--- src/design/tsw_pkg.sv ---
// ----------------------------------------------------------------------------
// tsw_pkg - shared types and constants of the tcp sender window core
// item and result formats, state machine encodings and register indexes
// ----------------------------------------------------------------------------
`default_nettype none

package tsw_pkg;

    localparam int unsigned MAX_PAYLOAD_DEF = 1452;
    localparam int unsigned QUEUE_DEPTH_DEF = 64;
    localparam int unsigned NRES_MAX        = 48;
    localparam int unsigned RES_IW          = 6;

    // configuration register indexes
    localparam logic [1:0] CFG_TIMEOUT = 2'd0;
    localparam logic [1:0] CFG_ISN     = 2'd1;
    localparam logic [1:0] CFG_CAP     = 2'd2;

    typedef enum logic [2:0] {
        FN_WRITE = 3'd0,
        FN_END   = 3'd1,
        FN_FILL  = 3'd2,
        FN_ACK   = 3'd3,
        FN_TICK  = 3'd4,
        FN_EMPTY = 3'd5,
        FN_NONE  = 3'd6
    } t_func;

    typedef struct packed {
        t_func       func;
        logic [15:0] wcount;
        logic [31:0] ack;
        logic [15:0] win;
        logic [15:0] ms;
    } t_item;

    typedef struct packed {
        logic [31:0] seq;
        logic        syn;
        logic        fin;
        logic [10:0] plen;
        logic        retx;
    } t_res;

    typedef struct packed {
        logic              start;
        logic [RES_IW-1:0] n;
        logic [16:0]       flight;
        logic [7:0]        retx;
        logic [15:0]       accepted;
    } t_handoff;

    typedef enum logic [2:0] {
        E_IDLE, E_EXEC, E_ACK_D, E_ACK_CHK, E_ACK_CMP, E_ACK_WAIT, E_FILL, E_DONE
    } t_estate;

    typedef enum logic [1:0] {
        O_IDLE, O_RD, O_SHOW
    } t_ostate;

endpackage

`default_nettype wire

--- src/design/tsw_front.sv ---
// ----------------------------------------------------------------------------
// tsw_front - input side
// takes beats, decodes the event code and holds them in a two-entry queue
// ----------------------------------------------------------------------------
`default_nettype none

module tsw_front (
    input  wire logic          i_clk,
    input  wire logic          i_rst_n,
    input  wire logic          i_s_tvalid,
    output logic               o_s_tready,
    input  wire logic [87:0]   i_s_tdata,
    output tsw_pkg::t_item     o_item,
    output logic               o_item_valid,
    input  wire logic          i_item_take
);

    tsw_pkg::t_item r_mem [2];
    logic           r_wptr, r_rptr;
    logic [1:0]     r_cnt;
    tsw_pkg::t_item dec;
    logic           push, pop;

    always_comb begin
        unique case (i_s_tdata[2:0])
            3'd0:    dec.func = tsw_pkg::FN_WRITE;
            3'd1:    dec.func = tsw_pkg::FN_END;
            3'd2:    dec.func = tsw_pkg::FN_FILL;
            3'd3:    dec.func = tsw_pkg::FN_ACK;
            3'd4:    dec.func = tsw_pkg::FN_TICK;
            3'd5:    dec.func = tsw_pkg::FN_EMPTY;
            default: dec.func = tsw_pkg::FN_NONE;
        endcase
        dec.wcount = i_s_tdata[18:3];
        dec.ack    = i_s_tdata[50:19];
        dec.win    = i_s_tdata[66:51];
        dec.ms     = i_s_tdata[82:67];
    end

    assign o_s_tready   = (r_cnt != 2'd2);
    assign push         = i_s_tvalid && o_s_tready;
    assign o_item_valid = (r_cnt != 2'd0);
    assign pop          = i_item_take && o_item_valid;
    assign o_item       = r_mem[r_rptr];

    always_ff @(posedge i_clk) begin
        if (push) begin
            r_mem[r_wptr] <= dec;
        end
    end

    always_ff @(posedge i_clk) begin
        if (!i_rst_n) begin
            r_wptr <= 1'b0;
            r_rptr <= 1'b0;
            r_cnt  <= 2'd0;
        end else begin
            if (push) r_wptr <= ~r_wptr;
            if (pop)  r_rptr <= ~r_rptr;
            r_cnt <= r_cnt + {1'b0, push} - {1'b0, pop};
        end
    end

endmodule

`default_nettype wire

--- config.mk ---
export PLATFORM = sky130hd
export DESIGN_NAME = tsw_front
export DESIGN_NICKNAME = d
export VERILOG_FILES = /design/src/design/tsw_pkg.sv /design/src/design/tsw_front.sv
export SDC_FILE = /design/constraint.sdc
export NUM_CORES = 1
export LEC_CHECK = 0
export BUFFER_PORTS_ARGS = -buffer_cell sky130_fd_sc_hd__buf_2
export CAP_MARGIN = 20
export CORE_MARGIN = 2
export CORE_UTILIZATION = 45
export CTS_BUF_LIST = sky130_fd_sc_hd__clkbuf_4
export DETAILED_ROUTE_END_ITERATION = 7
export PLACE_DENSITY = 0.77
export REMOVE_ABC_BUFFERS = 1
export SETUP_SLACK_MARGIN = 0.02
export SLEW_MARGIN = 40
export SYNTH_ARGS = -nofsm -noshare
export SYNTH_HDL_FRONTEND = slang
export SYNTH_SLANG_ARGS = --single-unit
--- constraint.sdc ---
create_clock -name i_clk -period 7.4 [get_ports i_clk]
set_input_delay 0.37 -clock i_clk [delete_from_list [all_inputs] [get_ports i_clk]]
set_output_delay 0.37 -clock i_clk [all_outputs]
set_load 0.005 [all_outputs]
==> out/qor.csv <==
stage;metric;value;unit
critical_path;cpPeakStageDelay;0.64;ns
yosys;synth_cell_types;28;
min_path;hold_class;input port to register;
layout;nNetsFinal;651;
clocking;cts_buffers;17;
drt;wl;11500;µm
yosys;synth_top_family_by_area;multiplexers;
clocking;cts_sinks;171;
sta;worst_hold_slack;0.241;ns
floorplanning;die_w;122;µm
layout;multiInputGateArea;1110;µm²
floorplanning;dieArea;15000;µm²
global_routing;grt_antenna_before_repair;0;
sta;period_share;31.0;%
yosys;synth.avg_cell_area;21.6;µm²
global_routing;grt_pass1_vias;3730;
critical_path;crit_required;7.55;ns
drt;post-route-drc-count;0;
sta;setup_viol;0;
drt;via_per_inst;4.71;
yosys;syn_area;6300;µm²
clocking;clk_path_buf_depth;2;
placement;place_hpwl;7210;µm
run_status;outcome;complete, no violations;
clocking;cts_root_buf;clkbuf_4;
power_and_ir_drop;cellLeakagePower;3.21;nW
yosys;synth_common_cells;edfxtp_1, mux2_1, buf_6;
critical_path;critPathSlowestCell;buf_4;
run;max-cap-violations;0;
clocking;clk_latency;0.52;ns
global_routing;grt-ovfl-total;0;
yosys;ys_warn_count;0;
yosys;synth_area_leaders;edfxtp_1, mux2_1, dfxtp_1, buf_6, nor4bb_2;
yosys;syn_inst;291;
layout;regArea;5090;µm²
floorplanning;rows;43;
yosys;synth_compound_area_share;0.815;%
sta;fmax;436;MHz
clocking;h-tree-depth;4;
yosys;ys_seq_area_share;80.8;%
sta;hold_viol_final;0;
floorplanning;die_h;122;µm
floorplanning;pin_count;177;
yosys;async_flop_share;0;%
yosys;yosysTopAreaCell;edfxtp_1;
critical_path;cp_max_fo;47;
layout;diodes;0;
yosys;synth_xor_area_share;0.139;%
global_routing;grt_pass1_wl;17500;µm
yosys;synthSimpleGateAreaFrac;1.55;%
critical_path;crit_arrival;2.44;ns
placement;portBuffers;171;
power_and_ir_drop;powerDensity;257;nW/µm²
sta;rsz0062_at_grt;false;
sta;slew_violations;0;
yosys;yosysMostFrequentCell;edfxtp_1;
clocking;post_cts_resized;0;
layout;drive_gt1_share;36.8;%
floorplanning;initial_utilization;45.7;%
yosys;synth_ff_type;edfxtp_1;
clocking;cts_hold_buf;83;
drt;vias;3535;
critical_path;crit_type;register to register;
yosys;synthMuxAreaShare;14.8;%
drt;initialDrtViolationCount;158;
critical_path;endpoint_kind;register;
power_and_ir_drop;finalPower;2.18;mW
sta;worst_clock_skew;0.0113;ns
drt;drtPass1Iterations;4;
drt;ant_nets;0;
critical_path;worstSetupStartpointType;register;
placement;gp_congestion;0.645;
critical_path;critical_path.cell_chain;nand2b_1, nand3b_1, clkinv_2, buf_4;
clocking;cts_setup_buffers;0;
sta;tightest_slew;0.654;ns
layout;n_fill_cell;1037;
sta;fin_crit;2.29;ns
floorplanning;core-area;13800;µm²
sta;max-slew-margin-rel;56.3;%
yosys;ys_ff_latch;171;
sta;setup_tns;0;ns
power_and_ir_drop;vdd_drop_max;0.147;mV
global_routing;grt_max_degree;48;
yosys;synth_top_cell_area_share;79.2;%
yosys;synth_edf_count;166;
global_routing;grt.total_usage;15.8;%
drt;wire_per_inst;15.4;µm
layout;syn_to_final_growth;34.9;%
clocking;clk_pin_slew;0.12;ns
yosys;synth_fa_ha_area_share;0.199;%
clocking;cts_tree;built;
[cell usage in the layout (no fill, tap or decap)]
cell           instances
a21bo_1                1
a21boi_0               1
a21oi_1                1
and2_1                 1
and3_1                 1
and3_4                 1
buf_12                 4
buf_2                171
buf_4                  1
bufinv_16              3
clkbuf_4              22
clkinv_1               2
clkinv_2               3
clkinvlp_4             2
dfxtp_1                4
dfxtp_4                1
dlygate4sd3_1         83
edfxtp_1             166
ha_1                   1
inv_1                  1
mux2_1                83
nand2b_1               1
nand3_1                1
nand3b_1               1
nor2_1                 4
nor2b_1                1
nor3_2                 1
nor4_1                 1
nor4bb_2               1
o21ai_0                1
o21ai_1                1
o21ba_1                1
o31a_1                 1
or2_1                  1
xor2_1                 1
[area by class of cell]
class	instances	area share, %
clock buffer	22	1.94
clock inverter	9	1.44
inverter	2	0.103
multi-input combinational	107	13.1
sequential	171	59.9
tap	180	2.65
timing repair buffer	259	20.9
[critical path: cells and delay by family, from the launching register on]
family | cells | cell delay, ns
simple gates | 2 | 0.35
buf+inv | 2 | 1.12
flops | 1 | 0.45
[logic make-up (layout without fill, tap and decap cells)]
logic type                 Yosys count  after routing
DFF                                171            171
muxes                               83             83
and+or+nand+nor                     15             15
buffers and inverters               13            292
AOI/OAI and AO/OA                    7              7
adders and majority gates            1              1
xor gates and xnor gates             1              1
[path summary, 6_finish.rpt]
kind	from	endpoint	slack [ns]	cells past startpoint
max	r_cnt[0]$_SDFF_PN0_	r_mem[0][27]$_DFFE_PP_	5.11	4
min	i_s_tvalid	r_wptr$_SDFFE_PN0P_	0.24	3
max reg2reg	r_cnt[0]$_SDFF_PN0_	r_mem[0][27]$_DFFE_PP_	5.11	4
min reg2reg	r_rptr$_SDFFE_PN0P_	register	0.53	2
[metal layers]
layer  global-route usage (%)  share of wire (%)
met1                     16.2                 38
met2                     28.7                 54
met3                     6.32                6.8
met4                     6.25                1.8
met5                        0                  0
[sequential cells by signal, summed over array words and instances (netlist names), named ones only]
name and cells:
r_mem 166, r_cnt 2, r_rptr 1, r_wptr 1
[through the flow]
stage	util (%)	setup WS [ns]	area, µm²	instances
global route	61.7	4.90	8490	750
floorplan	-	4.37	6200	280
finish	61.7	5.11	8490	750
detailed placement	53.6	5.07	7380	636
global placement	53.0	5.14	7300	632
CTS	61.7	5.05	8490	750
[where the power goes]
part | internal, mW | leakage [nW] | switching, mW
sequential | 1.17 | 1.59 | 0.0362
combinational | 0.230 | 1.46 | 0.209
clock | 0.248 | 0.155 | 0.281
Note: power is estimated with default switching activity, not from simulation.
