<file path="src/design/tsw_pkg.sv">
// ----------------------------------------------------------------------------
// tsw_pkg - shared types and constants of the tcp sender window core
// item and result formats, state machine encodings and register indexes
// ----------------------------------------------------------------------------
`default_nettype none

package tsw_pkg;

    localparam int unsigned MAX_PAYLOAD_DEF = 1452;
    localparam int unsigned QUEUE_DEPTH_DEF = 64;
    localparam int unsigned NRES_MAX        = 48;
    localparam int unsigned RES_IW          = 6;

    // configuration register indexes
    localparam logic [1:0] CFG_TIMEOUT = 2'd0;
    localparam logic [1:0] CFG_ISN     = 2'd1;
    localparam logic [1:0] CFG_CAP     = 2'd2;

    typedef enum logic [2:0] {
        FN_WRITE = 3'd0,
        FN_END   = 3'd1,
        FN_FILL  = 3'd2,
        FN_ACK   = 3'd3,
        FN_TICK  = 3'd4,
        FN_EMPTY = 3'd5,
        FN_NONE  = 3'd6
    } t_func;

    typedef struct packed {
        t_func       func;
        logic [15:0] wcount;
        logic [31:0] ack;
        logic [15:0] win;
        logic [15:0] ms;
    } t_item;

    typedef struct packed {
        logic [31:0] seq;
        logic        syn;
        logic        fin;
        logic [10:0] plen;
        logic        retx;
    } t_res;

    typedef struct packed {
        logic              start;
        logic [RES_IW-1:0] n;
        logic [16:0]       flight;
        logic [7:0]        retx;
        logic [15:0]       accepted;
    } t_handoff;

    typedef enum logic [2:0] {
        E_IDLE, E_EXEC, E_ACK_D, E_ACK_CHK, E_ACK_CMP, E_ACK_WAIT, E_FILL, E_DONE
    } t_estate;

    typedef enum logic [1:0] {
        O_IDLE, O_RD, O_SHOW
    } t_ostate;

endpackage

`default_nettype wire

</file>
<file path="src/design/tsw_out.sv">
// ----------------------------------------------------------------------------
// tsw_out - result side
// buffers the descriptors of one event and sends them with the final status
// ----------------------------------------------------------------------------
`default_nettype none

module tsw_out (
    input  wire logic                        i_clk,
    input  wire logic                        i_rst_n,
    input  wire logic                        i_rw_en,
    input  wire logic [tsw_pkg::RES_IW-1:0]  i_rw_addr,
    input  wire tsw_pkg::t_res               i_rw_data,
    input  wire tsw_pkg::t_handoff           i_handoff,
    output logic                             o_busy,
    output logic                             o_m_tvalid,
    input  wire logic                        i_m_tready,
    output logic [87:0]                      o_m_tdata,
    output logic [1:0]                       o_m_tuser,
    output logic                             o_m_tlast
);

    tsw_pkg::t_res   r_mem [tsw_pkg::NRES_MAX];
    tsw_pkg::t_res   r_rd;
    tsw_pkg::t_ostate r_state, n_state;
    logic [tsw_pkg::RES_IW-1:0] r_k, r_n;
    logic [16:0] r_flight;
    logic [7:0]  r_retx;
    logic [15:0] r_acc;
    logic        r_empty, last;

    assign last = r_empty || (r_k == r_n - 1'b1);

    always_comb begin
        n_state = r_state;
        unique case (r_state)
            tsw_pkg::O_IDLE: if (i_handoff.start) n_state = tsw_pkg::O_RD;
            tsw_pkg::O_RD:   n_state = tsw_pkg::O_SHOW;
            tsw_pkg::O_SHOW: if (i_m_tready) n_state = last ? tsw_pkg::O_IDLE : tsw_pkg::O_RD;
            default:         n_state = tsw_pkg::O_IDLE;
        endcase
    end

    always_comb begin
        o_busy     = (r_state != tsw_pkg::O_IDLE);
        o_m_tvalid = (r_state == tsw_pkg::O_SHOW);
        o_m_tlast  = last;
        o_m_tuser  = {!r_empty && r_rd.retx, !r_empty};
        if (r_empty) begin
            o_m_tdata = {2'b00, r_acc, r_retx, r_flight, 11'd0, 1'b0, 1'b0, 32'd0};
        end else begin
            o_m_tdata = {2'b00, r_acc, r_retx, r_flight, r_rd.plen, r_rd.fin, r_rd.syn,
                         r_rd.seq};
        end
    end

    always_ff @(posedge i_clk) begin
        if (i_rw_en) r_mem[i_rw_addr] <= i_rw_data;
        if (r_state == tsw_pkg::O_RD) r_rd <= r_mem[r_k];
        if ((r_state == tsw_pkg::O_IDLE) && i_handoff.start) begin
            r_n      <= i_handoff.n;
            r_empty  <= (i_handoff.n == '0);
            r_flight <= i_handoff.flight;
            r_retx   <= i_handoff.retx;
            r_acc    <= i_handoff.accepted;
        end
    end

    always_ff @(posedge i_clk) begin
        if (!i_rst_n) begin
            r_state <= tsw_pkg::O_IDLE;
            r_k     <= '0;
        end else begin
            r_state <= n_state;
            if (r_state == tsw_pkg::O_IDLE) begin
                r_k <= '0;
            end else if ((r_state == tsw_pkg::O_SHOW) && i_m_tready) begin
                r_k <= r_k + 1'b1;
            end
        end
    end

endmodule

`default_nettype wire

</file>
<file path="config.mk">
export PLATFORM = sky130hd
export DESIGN_NAME = tsw_out
export DESIGN_NICKNAME = d
export VERILOG_FILES = /design/src/design/tsw_pkg.sv /design/src/design/tsw_out.sv
export SDC_FILE = /design/constraint.sdc
export NUM_CORES = 2
export LEC_CHECK = 0
export BUFFER_PORTS_ARGS = -buffer_cell sky130_fd_sc_hd__buf_2
export CELL_PAD_IN_SITES_DETAIL_PLACEMENT = 1
export CELL_PAD_IN_SITES_GLOBAL_PLACEMENT = 2
export CORE_ASPECT_RATIO = 0.9
export CORE_MARGIN = 2
export CORE_UTILIZATION = 45
export DETAILED_ROUTE_END_ITERATION = 12
export PLACE_DENSITY = 0.85
export REMOVE_ABC_BUFFERS = 1
export SETUP_SLACK_MARGIN = 0.2
export SLEW_MARGIN = 20
export SYNTH_ARGS = -nofsm -noshare
export SYNTH_HDL_FRONTEND = slang
export SYNTH_SLANG_ARGS = --single-unit
</file>
<file path="constraint.sdc">
create_clock -name i_clk -period 4 [get_ports i_clk]
set_clock_uncertainty 0.15 [all_clocks]
set_input_delay 0 -clock i_clk [delete_from_list [all_inputs] [get_ports i_clk]]
set_output_delay 0 -clock i_clk [all_outputs]
set_load 0.05 [all_outputs]
</file>
==> summary.txt <==
Status
  • Status: finished, final reports clean

Timing
  • RSZ-0062 raised after global routing: false
  • Min cycle time layout: 3.61 ns
  • Final Hold Fails: 0
  • Slew HR: 20.0%
  • Final worst path period share: 90.3%
  • Setup TNS: 0 ns
  • Final setup fails: 0
  • Slew @ Worst Pin: 1.20 ns
  • Fin. max-slew vios: 0
  • Highest clock rate: 0.277 GHz

Route
  • Final ANT Viol Nets: 0
  • Total number of vias: 45200
  • Final Routed Wirelength: 251000 um
  • Met2 Routed Length: 124000 um
  • DRC: 0
  • DR vias/cell: 6.33
  • DRT iter0 DRCs: 6117
  • DRT Pass-1 Iters: 5
  • Avg WL per Cell: 35.1 um
  • WL met3: 23100 um
  • Uppermost layer routed: met5
  • M1 WL: 94600 um

Yosys
  • Sequential-to-total area share from yosys stat: 78.6%
  • Syn_area_per_cell: 22.7 um^2
  • Ys flop type: edfxtp_1
  • Area share of the leading cell type in the synthesized netlist: 78.5%
  • Post-synth EDFFs: 2302
  • Syn Inst Count: 3882
  • Area leader, netlist: edfxtp_1
  • Top post-synthesis cells by area: edfxtp_1 78%, mux4_2 13%, mux2i_1 2.3%
  • Synthesis warning total: 0
  • Mapped Area: 88100 um^2
  • Yosys reg bits: 2310
  • Synth cell types: 53
  • Async set-reset flop share out of synthesis: 0%
  • Top-count cell post-synth: edfxtp_1
  • Most frequent cells after synthesis: 2302 x edfxtp_1, 502 x mux4_2, 199 x mux2i_1

GRT
  • Total gr overflow: 0
  • Global-route wire length before repair: 357000 um
  • Pin count of the biggest net entering global routing: 96
  • Vias in the first global route: 47900
  • Initial antenna violation count: 7
  • All-Layer GR Usage: 25.1%

CTS
  • Root Buffer: clkbuf_16
  • Clock Path Buffers: 3
  • Clk sinks: 2310
  • PostCTS Resize Cnt: 0
  • CTS tree: done
  • Clock-pin slew of the registers on the worst-case setup and hold paths: 0.06 ns
  • Clock insertion delay at the later pin of the skew report: 0.86 ns
  • H-tree levels: 4
  • TritonCTS Buffers: 214
  • Post-CTS Setup Inserts: 0

Die
  • Initial core utilization: 45.1%
  • I/O pin cnt: 197
  • Die Ht: 424 um
  • Die X: 470 um
  • Core box area: 195000 um^2
  • Site Rows: 154
  • Die ar.: 199000 um^2

Worst setup path
  • Worst path slowest cell: buf_4
  • Worst Path Class, Setup: flip-flop to output port
  • Worst-path fanout max: 49
  • Worst Setup End Kind: output port
  • R2R Path End: r_rd[34]
  • Crit-path cells: buf_4 > xnor2_1 > xnor2_1 > nand4_1 > nand2_1 > buf_2
  • Origin of the critical flop-to-flop path: r_k[0]
  • Critical Path AT: 3.46 ns
  • Worst setup endpoint: o_m_tlast
  • R2R depth: 7
  • CP dominant cell by count: xnor2_1
  • Critical path launch point type: flip-flop
  • Max incr delay on CP: 0.84 ns
  • Crit path launch: r_k[5]
  • Internal reg-to-reg setup slack: 0.58 ns
  • Worst Path Required: 3.85 ns

Power and ir drop
  • Power Dens Cells: 477 nW/um^2
  • Max IR drop VDD: 0.526 mV
  • Leakage power: 30.8 nW

Final layout
  • Number of fill cells: 16900
  • Layout cells sized above 1: 27.6%
  • Post-layout util: 52.1%
  • Post-route design area: 102000 um^2
  • Synthesis-to-finish area growth: 15.5%
  • Fin nets: 4489

Flow run
  • Max_cap viols: 0

Min path
  • Hold Path Class: primary input to flip-flop

Place
  • Placed cell areas: 93300 um^2
  • DPL Wire Length: 128000 um
  • Gpl congestion: 0.756
  • Port Buffers: 194
## worst min-delay path by stage
stage / startpoint / end / slack (ns) / cells past startpoint
6_report: i_rw_addr[5] / r_mem[22][37] / 0.04 / 4
4_1_cts: i_rw_addr[5] / r_mem[22][37] / 0.01 / 4
5_1_grt: i_rw_addr[5] / r_mem[22][37] / 0.10 / 4
3_5_place_dp: i_handoff[16] / r_retx[0] / 0.03 / 1
2_1_floorplan: i_handoff[0] / r_acc[0] / -0.05 / 0
3_3_place_gp: i_handoff[28] / r_flight[4] / 0.03 / 1
## final cells by class
class	count	area, um^2	area share (%)
sequential	2310	69300	68.1
multi-input combinational	1352	17900	17.6
clock buffer	272	5650	5.55
timing repair buffer	499	4440	4.36
tap	2574	3220	3.16
clock inverter	129	1250	1.23
inverter	6	25.0	0.0246
antenna	2	5.00	0.00492
## cell usage in the layout, fill, tap and decap left out, types with 11 or more instances in the layout
master,instances
mux2_2,44
mux4_2,502
bufinv_16,20
buf_12,61
clkinv_2,49
o21ai_0,11
mux2i_1,199
buf_2,194
nor2b_1,76
dlygate4sd3_1,157
nand2_1,50
a211oi_1,52
nor2_4,45
clkbuf_16,216
clkinv_1,42
o221ai_1,21
o31ai_1,22
o22ai_1,84
a22o_1,21
clkbuf_1,53
nor3_1,13
a2111oi_0,40
a22oi_1,11
nor2_1,74
buf_4,86
edfxtp_1,2302
## stage by stage
stage | total power, mW | std cells | hold slack, ns | setup slack [ns]
final | 48.5 | 7144 | 0.0410 | 0.389
after global routing | 49.6 | 7143 | 0.102 | 0.294
after CTS | 48.7 | 7142 | 0.00965 | 0.260
after detailed placement | 28.5 | 6584 | 0.0294 | 0.546
after global placement | 28.5 | 6583 | 0.0276 | 0.493
after floorplan | 28.0 | 3668 | -0.0511 | -22.97
## flip-flops by register name, indices dropped and copies added, names as in the netlist
register  count
r_k           6
r_empty       1
r_mem      2208
r_flight     17
r_retx        8
r_n           6
r_rd         46
r_state       2
r_acc        16
## routing by layer
layer / track usage, % / up-vias
li1: - / 17500
met5: 0 / -
met2: 41.5 / 2966
met4: 9.14 / 4
met3: 4.48 / 560
met1: 33.7 / 24200
## repair_timing
action                                 in CTS  in global routing
setup endpoints to repair                   0                  0
endpoints found under the hold margin    2676                  0
hold buffers                              157                  0
## critical path, delay by kind of cell, from the launching register on
family / cells / cell delay [ns]
buffers and inverters: 2 / 1.13
DFF: 1 / 0.71
xor gates and xnor gates: 2 / 0.40
and+or+nand+nor: 2 / 0.28
## report_power, final
part	switching (mW)	total (mW)	internal [mW]
sequential	0.0801	26.9	26.8
clock	9.04	20.3	11.3
combinational	0.900	1.24	0.343
## cell families after synthesis
kind of cell,Yosys count,share of synthesized area (%)
compound gates,281,2.35
fa+ha+maj,2,0.0284
xor+xnor,11,0.109
other cells,1,0.00426
simple gates,311,1.72
flops,2310,78.6
buf+inv,221,1.48
mux,745,15.7
(Power assumes the default switching activity.)
